File: config.mk
export PLATFORM = sky130hd
export DESIGN_NAME = qslerp_sqrt_cell
export DESIGN_NICKNAME = d
export VERILOG_FILES = /design/src/rtl/qslerp_pkg.sv /design/src/rtl/qslerp_sqrt_cell.sv
export SDC_FILE = /design/constraint.sdc
export NUM_CORES = 1
export LEC_CHECK = 0
export ABC_AREA = 1
export BUFFER_PORTS_ARGS = -buffer_cell sky130_fd_sc_hd__clkbuf_2
export CAP_MARGIN = 30
export CORE_MARGIN = 3
export CORE_UTILIZATION = 54
export CTS_BUF_LIST = sky130_fd_sc_hd__clkbuf_16
export DETAILED_ROUTE_END_ITERATION = 10
export PLACE_DENSITY = 0.81
export SYNTH_ARGS = -nofsm -noshare
export SYNTH_HDL_FRONTEND = slang
export SYNTH_SLANG_ARGS = --single-unit
export TNS_END_PERCENT = 1
File: constraint.sdc
create_clock -name clk -period 3.1 [get_ports clk]
set_clock_uncertainty 0.1 [all_clocks]
set_input_delay 0.465 -clock clk [delete_from_list [all_inputs] [get_ports clk]]
set_output_delay 0.465 -clock clk [all_outputs]
set_load 0.01 [all_outputs]
File: src/rtl/qslerp_pkg.sv
package qslerp_pkg;

  localparam int CORDIC_STEPS = 16;
  localparam int CORDIC_W     = 20;
  localparam int SQRT_STEPS   = 17;
  localparam int SQRT_W       = 34;
  localparam int ROOT_W       = 17;
  localparam int DIV_STEPS    = 30;
  localparam int NUM_W        = CORDIC_W + 16;
  localparam int DIVC_W       = ROOT_W + DIV_STEPS;

  localparam logic [14:0] THR_RESET = 15'd15565;

  typedef logic signed [CORDIC_W-1:0] cordic_t;

  localparam cordic_t CORDIC_GAIN = 20'sd39797;

  typedef struct packed {
    logic ovf;
    logic neg;
  } div_flags_t;

  function automatic cordic_t atan_q16(input int step);
    cordic_t a;
    case (step)
      0:       a = 20'sd51472;
      1:       a = 20'sd30386;
      2:       a = 20'sd16055;
      3:       a = 20'sd8150;
      4:       a = 20'sd4091;
      5:       a = 20'sd2047;
      6:       a = 20'sd1024;
      7:       a = 20'sd512;
      8:       a = 20'sd256;
      9:       a = 20'sd128;
      10:      a = 20'sd64;
      11:      a = 20'sd32;
      12:      a = 20'sd16;
      13:      a = 20'sd8;
      14:      a = 20'sd4;
      default: a = 20'sd2;
    endcase
    return a;
  endfunction

endpackage

File: src/rtl/qslerp_sqrt_cell.sv
module qslerp_sqrt_cell #(
  parameter int STEP = 0
) (
  input  logic                           clk,
  input  logic                           en,
  input  logic [qslerp_pkg::SQRT_W-1:0]  n_in,
  input  logic [qslerp_pkg::SQRT_W-1:0]  root_in,
  output logic [qslerp_pkg::SQRT_W-1:0]  n,
  output logic [qslerp_pkg::SQRT_W-1:0]  root
);
  import qslerp_pkg::*;

  localparam logic [SQRT_W-1:0] BIT = SQRT_W'(1) << (2 * (SQRT_STEPS - 1 - STEP));

  logic [SQRT_W-1:0] trial;

  assign trial = root_in + BIT;

  always_ff @(posedge clk) begin
    if (en) begin
      if (n_in >= trial) begin
        n    <= n_in - trial;
        root <= (root_in >> 1) + BIT;
      end else begin
        n    <= n_in;
        root <= root_in >> 1;
      end
    end
  end

endmodule

==> flow_metrics.tcl <==
set metrics [dict create \
    cts-root-buf "clkbuf_16" \
    first_pass_iters 5 \
    wl_met3_um 1220 \
    place_hpwl_um 11700 \
    crit_path_start_kind "input pin" \
    grt.total_usage 0.277 \
    start_util 0.571 \
    postCtsSetupBuffers 0 \
    first_global_vias 4751 \
    setup_viol 0 \
    synth_seq_cells 68 \
    yosysTopAreaCell "edfxtp_1" \
    cts_buffers 9 \
    fin_nets 951 \
    final.setup.tns_ps 0 \
    crit_type "in2reg" \
    dr_total_vias 4954 \
    critPathArrivalTime_ps 2500 \
    cts_tree "built" \
    grt_first_pass_wirelength_um 22800 \
    die_w_um 103 \
    clockBufferDepth 2 \
    synth-seq-area-share 0.400 \
    nFillCells 761 \
    crit_path_end "n[31]" \
    outcome "finished, final reports clean" \
    ios 138 \
    place.gp.congestion 0.900 \
    met2_wirelength_um 6870 \
    place_area_um2 5910 \
    end_kind "flip-flop" \
    htreeDepth 3 \
    crit_start "root_in[3]" \
    ant_nets 0 \
    ir_worst_vdd_v 0.000271 \
    overflow 0 \
    fin_util 0.694 \
    core_area_um2 8930 \
    met1_length_um 6230 \
    die_h_um 103 \
    p_leak_nw 3.43 \
    drt-total-wl_um 14500 \
    crit_fanout 6 \
    avgSynthCellArea_um2 7.29 \
    final.min_clock_period_ps 2510 \
    holdCritPathClass "in2reg" \
    worstMarginPinSlew_ps 806 \
    drc 0 \
    min_delay_path_depth 1 \
    diodes 0 \
    hold_buffers 0 \
    ys_warn_count 0 \
    design_area_um2 6200 \
    fmax_mhz 398 \
    syn_area_um2 5100 \
    post-route-period-util 0.811 \
    drv_cap 0 \
    vias_per_cell 5.17 \
    post_drt_wl_per_cell_um 15.1 \
    cts_resized 0 \
    die_area_um2 10700 \
    grt_antenna_before_repair 0 \
    path_clk_slew_ps 60 \
    drive_gt1_frac 0.208 \
    synthCells 700 \
    slew_headroom 0.463 \
    synth_cell_type_count 29 \
    drv_slew 0 \
    drtIter0Drc 269 \
    synth_top_area_share 0.400 \
    crit_required_ps 3090 \
    rows 34 \
    top_layer "met4" \
    power.density_nw_per_um2 502 \
    p_total_mw 3.11 \
    synth.area.top_cells "edfxtp_1 (40%), nand2_1 (21%), inv_1 (9.0%)" \
    rsz0062_at_grt "no" \
    port_buffers 137 \
    cts_sinks 68 \
    timing.final.hold_violations 0 \
    grt_max_degree 37 \
    area_growth_syn_to_layout_pct 21.5 \
    syn_nets 805 \
]
## Yosys cell counts
cell type	count
inv_4	1
nand3_2	2
o21ai_0	10
nor4_1	2
a21oi_1	28
nand4_1	6
xnor2_1	4
nor2_2	8
xor2_1	14
o21ai_1	3
fa_1	1
o21a_1	1
o21bai_1	1
nand2_1	281
nand3b_1	10
ha_1	34
inv_2	1
nor3_1	4
nand2_8	1
a21oi_2	2
buf_6	3
nand2_2	5
nand3_1	33
nor2_1	48
edfxtp_1	68
a21o_1	3
buf_4	3
inv_1	122
a21boi_0	1
## layout make-up
cell class	instances	area (µm²)	area share
Timing Repair Buffer	141	728	0.117
Tap cell	108	135	0.0218
Multi-Input combinational cell	502	2540	0.409
Sequential cell	68	2040	0.329
Inverter	124	468	0.0754
Clock inverter	7	67.6	0.0109
Clock buffer	9	225	0.0363
## per-layer routing
layer,global-route usage,up-vias
met5,0,-
met4,0.0707,0
met3,0.0322,23
met2,0.467,225
met1,0.381,2205
li1,-,2501
## critical path: stages
cell      delay, ps
clkbuf_2         90
inv_1            40
ha_1            390
nand2_1         140
inv_1            90
nand2_1         120
o21ai_1         390
nand2_1         110
nand2_1         210
nand2_1         180
nand2_1         110
nand2_1          50
nand3_1          70
nand2_1          50
## registers in the layout, summed over array words and instances, names as in the netlist
register and flops:
root 34, n 34
## worst min-delay path by stage
stage	startpoint	end	slack, ps
floorplan	root_in[1]	root[0]	460
global placement	root_in[26]	root[25]	560
detailed placement	root_in[3]	root[2]	560
CTS	root_in[4]	root[3]	220
global route	root_in[14]	root[13]	220
finish	root_in[14]	root[13]	230
## where the power goes
group / internal, mW / switching (mW)
clock: 0.618 / 0.398
sequential: 1.15 / 0.0312
combinational: 0.323 / 0.590
## placed cells by master (no fill, tap or decap)
cell	instances
nand2_8	1
nor2_2	8
a21oi_2	2
o21ai_0	10
nand3_1	33
nand2_1	281
clkinvlp_4	3
buf_12	1
a21oi_1	28
a21boi_0	1
nand2_2	5
xor2_1	14
edfxtp_1	68
nand3_2	2
clkbuf_2	136
fa_1	1
nand4_1	6
xnor2_1	4
clkbuf_16	9
inv_4	1
nand3b_1	10
o21a_1	1
ha_1	34
nor3_1	4
bufinv_16	1
inv_2	1
inv_1	122
clkinv_2	3
nor2_1	48
nor4_1	2
o21ai_1	3
buf_4	3
buf_2	1
a21o_1	3
o21bai_1	1
## metrics by stage
stage	std cells	hold slack, ps	worst slack, ps
2_1_floorplan	700	464	772
3_3_place_gp	943	559	347
3_5_place_dp	943	560	279
4_1_cts	959	224	599
5_1_grt	959	222	392
6_report	959	227	586
## cell families (layout without fill, tap and decap cells)
kind of cell	Yosys count	count (layout)	synth area share
flops	68	68	0.400
fa+ha+maj	35	35	0.0873
compound gates	49	49	0.0525
simple gates	400	400	0.327
xor+xnor	18	18	0.0309
buf+inv	130	281	0.103
(Power assumes the default switching activity.)
