### src/rtl/qslerp_pkg.sv
package qslerp_pkg;

  localparam int CORDIC_STEPS = 16;
  localparam int CORDIC_W     = 20;
  localparam int SQRT_STEPS   = 17;
  localparam int SQRT_W       = 34;
  localparam int ROOT_W       = 17;
  localparam int DIV_STEPS    = 30;
  localparam int NUM_W        = CORDIC_W + 16;
  localparam int DIVC_W       = ROOT_W + DIV_STEPS;

  localparam logic [14:0] THR_RESET = 15'd15565;

  typedef logic signed [CORDIC_W-1:0] cordic_t;

  localparam cordic_t CORDIC_GAIN = 20'sd39797;

  typedef struct packed {
    logic ovf;
    logic neg;
  } div_flags_t;

  function automatic cordic_t atan_q16(input int step);
    cordic_t a;
    case (step)
      0:       a = 20'sd51472;
      1:       a = 20'sd30386;
      2:       a = 20'sd16055;
      3:       a = 20'sd8150;
      4:       a = 20'sd4091;
      5:       a = 20'sd2047;
      6:       a = 20'sd1024;
      7:       a = 20'sd512;
      8:       a = 20'sd256;
      9:       a = 20'sd128;
      10:      a = 20'sd64;
      11:      a = 20'sd32;
      12:      a = 20'sd16;
      13:      a = 20'sd8;
      14:      a = 20'sd4;
      default: a = 20'sd2;
    endcase
    return a;
  endfunction

endpackage

### src/rtl/qslerp_div_cell.sv
module qslerp_div_cell #(
  parameter int STEP = 0
) (
  input  logic                             clk,
  input  logic                             en,
  input  logic [qslerp_pkg::NUM_W-1:0]     r_in,
  input  logic [qslerp_pkg::DIV_STEPS-1:0] q_in,
  input  logic [qslerp_pkg::ROOT_W-1:0]    s_in,
  input  qslerp_pkg::div_flags_t           f_in,
  output logic [qslerp_pkg::NUM_W-1:0]     r,
  output logic [qslerp_pkg::DIV_STEPS-1:0] q,
  output logic [qslerp_pkg::ROOT_W-1:0]    s,
  output qslerp_pkg::div_flags_t           f
);
  import qslerp_pkg::*;

  logic [DIVC_W-1:0] sub;
  logic [DIVC_W-1:0] rext;

  assign sub  = {{(DIVC_W-ROOT_W){1'b0}}, s_in} << STEP;
  assign rext = {{(DIVC_W-NUM_W){1'b0}}, r_in};

  always_ff @(posedge clk) begin
    if (en) begin
      s <= s_in;
      f <= f_in;
      if (rext >= sub) begin
        r <= r_in - sub[NUM_W-1:0];
        q <= q_in | (DIV_STEPS'(1) << STEP);
      end else begin
        r <= r_in;
        q <= q_in;
      end
    end
  end

endmodule
### config.mk
export PLATFORM = sky130hd
export DESIGN_NAME = qslerp_div_cell
export DESIGN_NICKNAME = d
export VERILOG_FILES = /design/src/rtl/qslerp_pkg.sv /design/src/rtl/qslerp_div_cell.sv
export SDC_FILE = /design/constraint.sdc
export NUM_CORES = 1
export LEC_CHECK = 0
export BUFFER_PORTS_ARGS = -buffer_cell sky130_fd_sc_hd__clkbuf_2
export CORE_MARGIN = 4
export CORE_UTILIZATION = 49
export DETAILED_ROUTE_END_ITERATION = 6
export PLACE_DENSITY = 0.93
export SLEW_MARGIN = 10
export SYNTH_ARGS = -nofsm -noshare
export SYNTH_HDL_FRONTEND = slang
export SYNTH_SLANG_ARGS = --single-unit
### constraint.sdc
create_clock -name clk -period 3.2 [get_ports clk]
set_clock_uncertainty 0.2 [all_clocks]
set_input_delay 0 -clock clk [delete_from_list [all_inputs] [get_ports clk]]
set_output_delay 0 -clock clk [all_outputs]
set_load 0.005 [all_outputs]
==> impl_metrics.yaml <==
outcome:
  status: "complete, no violations"
clock_network:
  cts_buffers: 9
  cts_max_path_buffers: 2
  ctsRootBufferMaster: "clkbuf_8"
  cts.htree.levels: 3
  clk_pin_slew_ns: 0.09
  clock_sinks: 85
  cts_tree: "done"
final_layout:
  drive_gt1_frac: 0.332
  final_area_mm2: 0.00626
  nNetsFinal: 706
  antenna_cells: 0
  area_growth_pct: 46.2
  nFillCells: 560
worst_setup_path:
  critPathMaxStageDelay_ns: 0.56
  end_kind: "flip-flop"
  cpLargestDelayFamily: "simple AND/OR/NAND/NOR gates"
  path_buf_inv: 3
  cp-startpoint: "r_in[16]"
  cpMaxStageDelayCell: "dlygate4sd3_1"
  start_kind: "primary input"
  path_max_fanout: 10
  arrival_ns: 3.05
  crit_required_ns: 3.10
  cp-endpoint: "r[31]"
  crit_type: "primary input to flip-flop"
  cp.depth: 11
  path_cells: "dlygate4sd3_1 -> clkbuf_2 -> ha_1 -> nand4b_1 -> nor2_1 -> o311ai_1 -> and4b_1 -> buf_4 -> nor4_1 -> nand3_1 -> xnor2_1"
sta:
  maxSlewViolCount: 0
  setup_viol: 0
  hold_violations: 0
  worst_slew_pin_slew_ns: 1.05
  period_needed_ns: 3.15
  slew_headroom: 0.297
  rsz0062_at_grt: "yes"
  max_freq_mhz: 318
  timing.hold.ws_ns: 0.161
  period_share: 0.984
route:
  vias: 3804
  route.detailed.drc: 0
  dr.pass1.iters: 5
  wl_mm: 11.9
  viasPerCell: 5.35
  wl_per_cell_um: 16.8
  first_iter_violations: 249
  ant_nets: 0
hold_path:
  hold_path.class: "primary input to flip-flop"
die:
  core_mm2: 0.00834
  die_height_um: 101
  die_x_um: 101
  start_util: 0.513
  ios: 172
  fp-row-count: 33
  dieArea_mm2: 0.0103
yosys:
  synth_edf_count: 85
  syn_avg_cell_area_um2: 12.4
  synth.largest_area_cell: "edfxtp_1"
  yosysTopAreaCellShare: 0.596
  ys_warn_count: 0
  netlist_top_cells_count: "edfxtp_1 (85), o21ai_0 (25), nand2_1 (23), nor2_1 (23), inv_1 (22)"
  synth-seq-cells: 85
  yosys.cell_count.top_type: "edfxtp_1"
  ys_types: 49
  netlist_area_mm2: 0.00428
  synthArstFlopShare: 0
  syn_inst: 344
  synth_ff_type: "edfxtp_1"
  yosysSeqAreaShare: 0.596
  synth_area_leaders: "edfxtp_1 (60%), ha_1 (5.0%), xor2_1 (3.7%), o21ai_0 (2.9%), xnor2_1 (2.9%)"
  syn-num-nets: 449
place:
  portBuffers: 171
  hpwl_mm: 7.97
  postPlaceCellArea_mm2: 0.00521
  globalplace.congestion: 0.904
power:
  p_leak_nw: 2.69
  total_power_mw: 2.65
  p_per_area_mw_per_mm2: 424
  vdd_drop_max_mv: 0.247
global_routing:
  globalRouteOverflowTotal: 0
  track_usage: 0.230
  antenna_found_initial: 0
  grt_pass1_vias: 3906
  grt_max_degree: 86
  grt_pass1_wl_mm: 18.6
run:
  cap_viol_max_count: 0
## through the flow
stage                     setup WS [ns]  setup TNS, ns  instances   util
after floorplan                   0.529              0        344      -
after detailed placement          0.252              0        610  0.625
after CTS                        0.0623              0        711  0.748
after global placement            0.332              0        610  0.625
after global routing            -0.0157        -0.0157        711  0.750
final                            0.0528              0        711  0.750
## flip-flops by register name, indices dropped and copies added, names as in the netlist
| register | cells |
|---|---|
| r | 36 |
| q | 30 |
| s | 17 |
| f | 2 |
## how the worst min path moves through the flow
stage,depth (start not counted),from,to,slack (ns)
2_1_floorplan,0,f_in[0],f[0],-0.10
3_3_place_gp,1,q_in[16],q[16],-0.02
3_5_place_dp,1,q_in[27],q[27],-0.02
4_1_cts,2,q_in[27],q[27],0.15
5_1_grt,2,q_in[3],q[3],0.15
6_report,2,q_in[23],q[23],0.16
## timing repair
item                                    CTS  global route
hold endpoints to repair                 85             0
hold buffers                             85             0
endpoints found under the setup margin    0            17
resized for setup                         0             3
buffers inserted                          0             0
## per-layer routing
layer | global-route usage | vias to the layer above | routed length, um
li1 | - | 1783 | -
met1 | 0.269 | 1798 | 4610
met2 | 0.424 | 198 | 6130
met3 | 0.0461 | 25 | 971
met4 | 0.0644 | 0 | 237
met5 | 0 | - | 0
## power breakdown
group	internal (mW)	switching (mW)
combinational	0.274	0.281
clock	0.297	0.415
sequential	1.35	0.0317
## layout by cell type (no fill, tap or decap), types with 9 or more instances in the layout
cell type,count
a21oi_1,14
inv_1,22
dlygate4sd3_1,85
nand2_1,23
xnor2_1,14
nand3b_1,9
edfxtp_1,85
nor2_1,23
nand3_1,9
o21ai_0,25
xor2_1,18
ha_1,17
clkbuf_2,170
clkbuf_8,9
## final cells by class
type | count | area [um2] | area share
Clock buffer | 10 | 128 | 0.0204
Clock inverter | 6 | 52.6 | 0.00840
Timing Repair Buffer | 258 | 1720 | 0.276
Multi-Input combinational cell | 225 | 1590 | 0.254
Sequential cell | 85 | 2550 | 0.408
Inverter | 22 | 82.6 | 0.0132
Tap cell | 105 | 131 | 0.0210
## cell families after synthesis
logic type               count (synthesis)  synth area share
AND/OR/NAND/NOR                        106             0.142
buffers and inverters                   34            0.0368
multiplexers                             1           0.00234
adder cells (fa/ha/maj)                 18            0.0544
XOR/XNOR                                33            0.0693
AO/OA/AOI/OAI                           67            0.0982
flip-flops                              85             0.596
Power figures use the tool's default switching activity.
