`config.mk`:
```
export PLATFORM = sky130hd
export DESIGN_NAME = qslerp_vec_cell
export DESIGN_NICKNAME = d
export VERILOG_FILES = /design/src/rtl/qslerp_pkg.sv /design/src/rtl/qslerp_vec_cell.sv
export SDC_FILE = /design/constraint.sdc
export NUM_CORES = 1
export LEC_CHECK = 0
export BUFFER_PORTS_ARGS = -buffer_cell sky130_fd_sc_hd__buf_4
export CAP_MARGIN = 20
export CORE_MARGIN = 2
export CORE_UTILIZATION = 57
export CTS_BUF_LIST = sky130_fd_sc_hd__clkbuf_4 sky130_fd_sc_hd__clkbuf_8
export DETAILED_ROUTE_END_ITERATION = 6
export PLACE_DENSITY_LB_ADDON = 0.3
export SLEW_MARGIN = 10
export SYNTH_ARGS = -nofsm -noshare
export SYNTH_HDL_FRONTEND = slang
export SYNTH_SLANG_ARGS = --single-unit
```
`constraint.sdc`:
```
create_clock -name clk -period 3.6 [get_ports clk]
set_input_delay 0.18 -clock clk [delete_from_list [all_inputs] [get_ports clk]]
set_output_delay 0.18 -clock clk [all_outputs]
set_load 0.005 [all_outputs]
```
`src/rtl/qslerp_pkg.sv`:
```
package qslerp_pkg;

  localparam int CORDIC_STEPS = 16;
  localparam int CORDIC_W     = 20;
  localparam int SQRT_STEPS   = 17;
  localparam int SQRT_W       = 34;
  localparam int ROOT_W       = 17;
  localparam int DIV_STEPS    = 30;
  localparam int NUM_W        = CORDIC_W + 16;
  localparam int DIVC_W       = ROOT_W + DIV_STEPS;

  localparam logic [14:0] THR_RESET = 15'd15565;

  typedef logic signed [CORDIC_W-1:0] cordic_t;

  localparam cordic_t CORDIC_GAIN = 20'sd39797;

  typedef struct packed {
    logic ovf;
    logic neg;
  } div_flags_t;

  function automatic cordic_t atan_q16(input int step);
    cordic_t a;
    case (step)
      0:       a = 20'sd51472;
      1:       a = 20'sd30386;
      2:       a = 20'sd16055;
      3:       a = 20'sd8150;
      4:       a = 20'sd4091;
      5:       a = 20'sd2047;
      6:       a = 20'sd1024;
      7:       a = 20'sd512;
      8:       a = 20'sd256;
      9:       a = 20'sd128;
      10:      a = 20'sd64;
      11:      a = 20'sd32;
      12:      a = 20'sd16;
      13:      a = 20'sd8;
      14:      a = 20'sd4;
      default: a = 20'sd2;
    endcase
    return a;
  endfunction

endpackage

```
`src/rtl/qslerp_vec_cell.sv`:
```
module qslerp_vec_cell #(
  parameter int STEP = 0
) (
  input  logic                clk,
  input  logic                en,
  input  qslerp_pkg::cordic_t x_in,
  input  qslerp_pkg::cordic_t y_in,
  input  qslerp_pkg::cordic_t z_in,
  output qslerp_pkg::cordic_t x,
  output qslerp_pkg::cordic_t y,
  output qslerp_pkg::cordic_t z
);
  import qslerp_pkg::*;

  cordic_t dx, dy;

  assign dx = y_in >>> STEP;
  assign dy = x_in >>> STEP;

  always_ff @(posedge clk) begin
    if (en) begin
      if (!y_in[CORDIC_W-1]) begin
        x <= x_in + dx;
        y <= y_in - dy;
        z <= z_in + atan_q16(STEP);
      end else begin
        x <= x_in - dx;
        y <= y_in + dy;
        z <= z_in - atan_q16(STEP);
      end
    end
  end

endmodule

```
==> impl_summary.txt <==
----------------------------------------------------
[STA]
  Final period util ... 0.768
  Total count of hold-check failures in the final report ... 0
  Min cycle time layout ... 2.76 ns
  Unrepaired setup endpoints after global routing ... no
  Final count of negative-setup-slack endpoints ... 0
  Worst slew margin relative to its limit ... 0.492
  Final setup slack of the worst path ... 0.836 ns
  Setup TNS ... 0 ns
  Max-slew violation count ... 0
  Actual transition at the worst max-transition pin ... 0.751 ns
  Max Clk Rate ... 362 MHz

[Placed design]
  Quantity of I/O buffers inserted on ports ... 121
  GP Congestion ... 0.938
  Half-perimeter wire length after detailed placement ... 11.8 mm
  Worst slack at placement ... 0.582 ns

[Detailed routing]
  DRT Pass-1 Iters ... 7
  Drt via density ... 5.91
  Violation count after the first detailed-route iteration ... 454
  Final wirelength ... 15.1 mm
  Drt wl/cell ... 17.3 um
  Total number of vias ... 5,151
  DRC viols ... 0
  Number of nets still failing antenna checks after routing ... 0

[Floorplan]
  Total number of placement rows ... 36
  Die Y-Extent ... 103 um
  Area of the core ... 9680 um2
  Starting density of the core ... 0.582
  Number of top-level design ports ... 122
  Die Outline Area ... 10,700 um2
  Width of the die ... 103 um

[Pwr]
  Leakage power ... 3.12 nW
  IR drop worst, VDD ... 0.168 mV
  Total power per unit cell area ... 353 nW/um2

[Critical path]
  Critical Path RT ... 3.71 ns
  Crit start category ... primary input
  Critical path arrival ... 2.87 ns
  Max FO, Critical Path ... 63
  Buf+Inv Stages, Crit Path ... 2
  Crit path largest cell delay ... 0.67 ns
  Startpoint-to-endpoint class of the critical path ... in2reg
  Chain of cells forming the critical path ... buf_4, inv_2, ha_1, or3_1, a2111oi_1, o31ai_1, a21oi_1, xnor2_1
  Kind of cell adding the most delay to the critical path ... compound AO/OA/AOI/OAI gates
  Endpoint type of the worst setup path ... flop
  Slowest-stage cell, CP ... a2111oi_1

[Layout]
  Antenna Cells ... 0
  Area of the multi-input gates ... 3530 um2
  Growth of design area from synthesis to finish ... 20.4%
  Filler cells ... 761
  Fraction of final layout cells with drive strength greater than 1 ... 0.206
  Post-layout nets ... 875
  Area used by sequential logic in the layout ... 1770 um2

[Logic synthesis]
  Gate count of the mapped netlist ... 623
  Commonest register cell after synthesis ... edfxtp_1
  Cell taking the most area after synthesis ... edfxtp_1
  Share of the synthesized area in the top cell type ... 0.314
  Most common cell in the synthesized netlist ... ha_1
  Number of storage elements in the synthesis netlist ... 59
  Total nets after synthesis ... 765
  Area of the mapped netlist ... 5640 um2
  Post-synth top cells ... ha_1, a21oi_1, inv_1
  Largest cells by area after synthesis ... edfxtp_1, ha_1, a21oi_1
  Mapped Avg Cell Area ... 9.05 um2
  Synthesis warning total ... 0
  EDFF count, synth ... 59
  Netlist cell types ... 65
  Async set or reset register ratio after synthesis ... 0
  Portion of the post-synthesis area used by sequential elements ... 0.314

[Clocking]
  CTS Buf Count ... 9
  Worst-path clk slew ... 0.06 ns
  TritonCTS clock tree ... done
  Deepest level of the CTS H-tree ... 3
  CTS Buffer Depth ... 2
  Root buffer cell ... clkbuf_8
  Number of sinks driven by the clock tree ... 59

[Outcome]
  Result of the run ... complete, no violations

[Min path]
  Path type of the worst min-delay path ... in2reg

[Global route]
  First-pass GRT wire length ... 23.6 mm
  Total GRT Usage ... 0.288
  Total global routing overflow ... 0
  Via count of the first global-routing pass ... 4,746
  Largest net degree at the start of global routing ... 64
  Initial antenna violation count ... 0

[Flow run]
  Max-cap check violation count ... 0

----------------------------------------------------
## where the power goes
| part | leakage, nW | internal [W] | switching, W | total [W] |
|---|---|---|---|---|
| sequential | 0.578 | 0.000906 | 0.0000353 | 0.000941 |
| combinational | 2.45 | 0.000434 | 0.000505 | 0.000939 |
| clock | 0.0895 | 0.000265 | 0.000250 | 0.000515 |
| total | 3.12 | 0.00161 | 0.000790 | 0.00240 |
## logic make-up after synthesis
kind of cell             count (synthesis)  synth area share
AND/OR/NAND/NOR                        151             0.136
buffers and inverters                   85            0.0599
adder cells (fa/ha/maj)                 80             0.183
XOR/XNOR                                47            0.0730
multiplexers                             9            0.0160
flip-flops                              59             0.314
AO/OA/AOI/OAI                          192             0.218
## cell type report
class	instances	area share
multi-input combinational	479	0.520
sequential	59	0.261
timing repair buffer	123	0.136
inverter	61	0.0338
tap	133	0.0245
clock buffer	12	0.0216
clock inverter	4	0.00258
## per-layer routing
| metal | share of wire | global-route usage | wire length [um] | up-vias |
|---|---|---|---|---|
| met5 | 0 | 0 | 0 | - |
| met4 | 0.019 | 0.102 | 280 | 0 |
| met3 | 0.081 | 0.0316 | 1220 | 28 |
| met2 | 0.47 | 0.473 | 7160 | 254 |
| met1 | 0.43 | 0.396 | 6440 | 2425 |
| li1 | - | - | - | 2444 |
## layout by cell type (no fill, tap or decap), types with 11 or more instances in the layout
| cell | instances |
|---|---|
| buf_4 | 122 |
| ha_1 | 76 |
| a21oi_1 | 63 |
| inv_1 | 60 |
| edfxtp_1 | 59 |
| nor2_1 | 46 |
| o21ai_0 | 39 |
| xnor2_1 | 32 |
| nand2_1 | 26 |
| a21o_1 | 16 |
| xor2_1 | 15 |
| nor3_1 | 14 |
| nand3_1 | 13 |
| nand2b_1 | 11 |
## path summary, 6_finish.rpt
check	from	end	slack, ns	cells after the start
setup / recovery	y_in[19]	z[19]	0.84	8
hold / removal	z_in[0]	z[0]	0.004	1
## per-stage QoR
step	total power, W	utilization	hold slack (ns)	area [um2]	cells
2_1_floorplan	0.00149	-	0.279	5640	623
3_3_place_gp	0.00185	0.683	0.361	6610	854
3_5_place_dp	0.00188	0.683	0.360	6610	854
4_1_cts	0.00239	0.701	0.00109	6780	871
5_1_grt	0.00253	0.701	0.00134	6780	871
6_report	0.00240	0.701	0.00361	6780	871
## registers in the layout, indices dropped and copies added, names as in the netlist
signal	cells
y	20
x	19
z	20
## repair_timing
action	in CTS	in global routing
hold buffers	1	0
setup buffers	0	0
resized for setup	0	0
endpoints found under the hold margin	1	0
Power figures use the tool's default switching activity.
