`config.mk`:
```
export PLATFORM = sky130hd
export DESIGN_NAME = qslerp_rot_cell
export DESIGN_NICKNAME = d
export VERILOG_FILES = /design/src/rtl/qslerp_pkg.sv /design/src/rtl/qslerp_rot_cell.sv
export SDC_FILE = /design/constraint.sdc
export NUM_CORES = 1
export LEC_CHECK = 0
export BUFFER_PORTS_ARGS = -buffer_cell sky130_fd_sc_hd__buf_2
export CORE_ASPECT_RATIO = 1.75
export CORE_MARGIN = 2
export CORE_UTILIZATION = 58
export CTS_BUF_LIST = sky130_fd_sc_hd__clkbuf_4
export DETAILED_ROUTE_END_ITERATION = 6
export PLACE_DENSITY = 0.95
export RECOVER_POWER = 25
export SETUP_SLACK_MARGIN = 0.05
export SYNTH_ARGS = -nofsm -noshare
export SYNTH_HDL_FRONTEND = slang
export SYNTH_SLANG_ARGS = --single-unit
```
`constraint.sdc`:
```
create_clock -name clk -period 5.35 [get_ports clk]
set_clock_uncertainty 0.2 [all_clocks]
set_input_delay 0.535 -clock clk [delete_from_list [all_inputs] [get_ports clk]]
set_output_delay 0.535 -clock clk [all_outputs]
set_load 0.005 [all_outputs]
```
`src/rtl/qslerp_pkg.sv`:
```
package qslerp_pkg;

  localparam int CORDIC_STEPS = 16;
  localparam int CORDIC_W     = 20;
  localparam int SQRT_STEPS   = 17;
  localparam int SQRT_W       = 34;
  localparam int ROOT_W       = 17;
  localparam int DIV_STEPS    = 30;
  localparam int NUM_W        = CORDIC_W + 16;
  localparam int DIVC_W       = ROOT_W + DIV_STEPS;

  localparam logic [14:0] THR_RESET = 15'd15565;

  typedef logic signed [CORDIC_W-1:0] cordic_t;

  localparam cordic_t CORDIC_GAIN = 20'sd39797;

  typedef struct packed {
    logic ovf;
    logic neg;
  } div_flags_t;

  function automatic cordic_t atan_q16(input int step);
    cordic_t a;
    case (step)
      0:       a = 20'sd51472;
      1:       a = 20'sd30386;
      2:       a = 20'sd16055;
      3:       a = 20'sd8150;
      4:       a = 20'sd4091;
      5:       a = 20'sd2047;
      6:       a = 20'sd1024;
      7:       a = 20'sd512;
      8:       a = 20'sd256;
      9:       a = 20'sd128;
      10:      a = 20'sd64;
      11:      a = 20'sd32;
      12:      a = 20'sd16;
      13:      a = 20'sd8;
      14:      a = 20'sd4;
      default: a = 20'sd2;
    endcase
    return a;
  endfunction

endpackage

```
`src/rtl/qslerp_rot_cell.sv`:
```
module qslerp_rot_cell #(
  parameter int STEP = 0
) (
  input  logic                clk,
  input  logic                en,
  input  qslerp_pkg::cordic_t x_in,
  input  qslerp_pkg::cordic_t y_in,
  input  qslerp_pkg::cordic_t z_in,
  output qslerp_pkg::cordic_t x,
  output qslerp_pkg::cordic_t y,
  output qslerp_pkg::cordic_t z
);
  import qslerp_pkg::*;

  cordic_t dx, dy;

  assign dx = y_in >>> STEP;
  assign dy = x_in >>> STEP;

  always_ff @(posedge clk) begin
    if (en) begin
      if (!z_in[CORDIC_W-1]) begin
        x <= x_in - dx;
        y <= y_in + dy;
        z <= z_in - atan_q16(STEP);
      end else begin
        x <= x_in + dx;
        y <= y_in - dy;
        z <= z_in + atan_q16(STEP);
      end
    end
  end

endmodule

```
==> impl_metrics.py <==
metrics = {
    "clock_tree": {
        "clkSinkCount": 59,
        "cts_setup_buffers": 0,
        "path_clk_slew_ns": 0.08,
        "cts-root-buf": "clkbuf_4",
        "tritoncts": "done",
        "clk_path_buf_depth": 2,
        "cts_buffers": 9,
        "htree_num_levels": 3,
        "cts_hold_buf": 0,
        "cts_resized": 0,
    },
    "floorplanning": {
        "ios": 122,
        "die_h_um": 133.5,
        "start_util_pct": 59.06,
        "die-area_sq_um": 10410,
        "coreArea_sq_um": 9409,
        "die_x_um": 77.99,
        "num_rows": 47,
    },
    "pwr": {
        "powerDensity_nw_per_um2": 235.9,
        "irDropWorstVdd_uv": 129.9,
        "leakage_nw": 2.869,
    },
    "setup_path": {
        "path_max_fanout": 13,
        "start_kind": "input port",
        "worstPathRequired_ns": 5.31,
        "crit_arrival_ns": 3.01,
        "critPathMaxStageDelay_ns": 0.39,
        "crit_slowest_cell": "o41ai_2",
        "cp-end-kind": "flip-flop",
        "critPathKind": "in -> reg",
        "crit_path_cell_trace": "buf_2 -> inv_1 -> buf_4 -> ha_1 -> o21ai_0 -> o21bai_1 -> a21oi_1 -> nor3_1 -> o41ai_2 -> o21ai_1 -> xor2_1",
    },
    "place": {
        "io_buffers": 121,
        "dpl_worst_slack_ns": 1.888,
        "hpwlAfterDp_um": 11780,
        "dpl_cell_area_sq_um": 6206,
        "place.gp.congestion": 0.9738,
    },
    "detailed_routing": {
        "vias": 5079,
        "drtIter0Drc": 395,
        "avgViaCountPerCell": 6.018,
        "drt_first_pass_iters": 5,
        "antenna_left": 0,
        "post_drt_wl_per_cell_um": 17.48,
        "drc_errors": 0,
        "wl_um": 14760,
    },
    "final_layout": {
        "area_delta_synth_final_pct": 13.76,
        "utilization_pct": 67.18,
        "fillers": 760,
        "drive_gt1_share_pct": 21.64,
        "design_area_sq_um": 6321,
        "fin_nets": 855,
    },
    "sta": {
        "worstMarginPinSlew_ns": 3.005,
        "hold_viol_final": 0,
        "fin_tns_setup_ns": 0,
        "setup_viol": 0,
        "setup_slack_ns": 2.300,
        "period_share_pct": 57.00,
        "maxSlewViolCount": 60,
        "relSlewSlack_pct": -100.3,
        "max_freq_mhz": 327.9,
        "rsz0062_at_grt": "false",
        "post-route-min-period_ns": 3.050,
    },
    "global_routing": {
        "grt_first_pass_wirelength_um": 23660,
        "grt_usage_pct": 28.70,
        "grt_overflow": 0,
        "grt_max_degree": 60,
        "antenna_found_initial": 1,
        "grt_pass1_vias": 5077,
    },
    "synthesis": {
        "ys_ff_latch": 59,
        "synth.yosys.seq_area_share_pct": 31.88,
        "synth-main-ff-cell": "edfxtp_1",
        "synth_top_area_share_pct": 31.88,
        "netlist_instances": 603,
        "synth-edff-count": 59,
        "yosysMostFrequentCell": "ha_1",
        "synth_area_leaders": "edfxtp_1 (32%), ha_1 (16%), xnor2_1 (6.5%), a21oi_1 (6.0%), o21ai_0 (4.2%)",
        "avgSynthCellArea_sq_um": 9.215,
        "ys_warn_count": 0,
        "yosys-top-cells-count": "ha_1 (71), a21oi_1 (67), inv_1 (61)",
        "yosys.area.top_type": "edfxtp_1",
        "syn_area_sq_um": 5557,
        "synth.distinct_cells": 65,
        "syn-num-nets": 740,
        "async_reset_ff_share_pct": 0,
    },
    "job": {
        "cap_violations": 1,
    },
    "worst_hold_path": {
        "hold_path.class": "in -> reg",
    },
    "status": {
        "violations": "max-capacitance violations, max-slew violations",
        "status": "complete, but fails checks",
    },
}
-- routing by layer --
metal,vias to the layer above,part of all wire (%),global-route usage [%]
met5,-,0,0
met4,0,5.1,17.06
met3,53,5.9,2.846
met2,281,53,52.39
met1,2351,36,31.52
li1,2394,-,-
-- logic make-up (layout without fill, tap and decap cells) --
logic type      count (synthesis)  count (layout)  synth area share, %
other cells                     0               1                    0
mux                             4               4               0.7206
buf+inv                        85             203                6.868
xor+xnor                       49              49                7.723
simple gates                  122             122                10.65
fa+ha+maj                      75              75                17.43
compound gates                209             209                24.72
flops                          59              59                31.88
-- placed cells by master (no fill, tap or decap), types with 3 or more instances in the layout --
cell,count
a211oi_1,14
a21o_1,15
a21oi_1,67
a311oi_1,3
a31oi_1,7
and2_1,4
and3_1,3
buf_2,119
buf_4,3
clkbuf_1,3
clkbuf_4,10
edfxtp_1,59
fa_1,4
ha_1,71
inv_1,61
mux2i_1,4
nand2_1,23
nand2b_1,6
nand3_1,6
nor2_1,40
nor2b_1,13
nor3_1,10
nor4_1,4
o211ai_1,5
o21a_1,5
o21ai_0,47
o21ai_1,3
o21bai_1,10
o31ai_1,4
or2_2,4
xnor2_1,41
xor2_1,8
-- path summary, 6_finish.rpt --
check / startpoint / endpoint / slack [ns] / depth (start not counted)
worst max-delay path: z_in[19] / z[17] / 2.30 / 11
worst min-delay path: z_in[1] / z[1] / 0.10 / 1
-- state kept, by name (all words and copies together) (netlist names) --
| register | flops |
|---|---|
| y | 20 |
| x | 19 |
| z | 20 |
-- stage by stage --
step,hold slack (ns),instances,power [mW]
floorplan,0.4339,603,1.002
global placement,0.5125,829,1.181
detailed placement,0.5134,829,1.203
CTS,0.08665,843,1.484
global route,0.08062,844,1.572
finish,0.1026,844,1.491
-- critical path: cells and delay by family --
kind,cells,cell delay [ns]
AOI/OAI and AO/OA,5,1.14
adders and majority gates,1,0.32
buffers and inverters,3,0.68
and+or+nand+nor,1,0.16
xor gates and xnor gates,1,0.16
-- power by group --
group / internal (mW) / switching [mW] / total (mW)
Clock: 0.140 / 0.146 / 0.285
Combinational: 0.240 / 0.336 / 0.576
Sequential: 0.609 / 0.0208 / 0.630
Total: 0.989 / 0.502 / 1.49
-- layout make-up --
cell class                      count  area, sq um  share of cell area [%]
Inverter                           64        242.7                   3.840
Clock buffer                       10        75.07                   1.188
Timing Repair Buffer              125        629.4                   9.956
Clock inverter                      4        43.79                  0.6928
Sequential cell                    59         1772                   28.03
Antenna cell                        1        2.502                 0.03959
Tap cell                          122        152.6                   2.415
Multi-Input combinational cell    459         3403                   53.84
(Power assumes the default switching activity.)
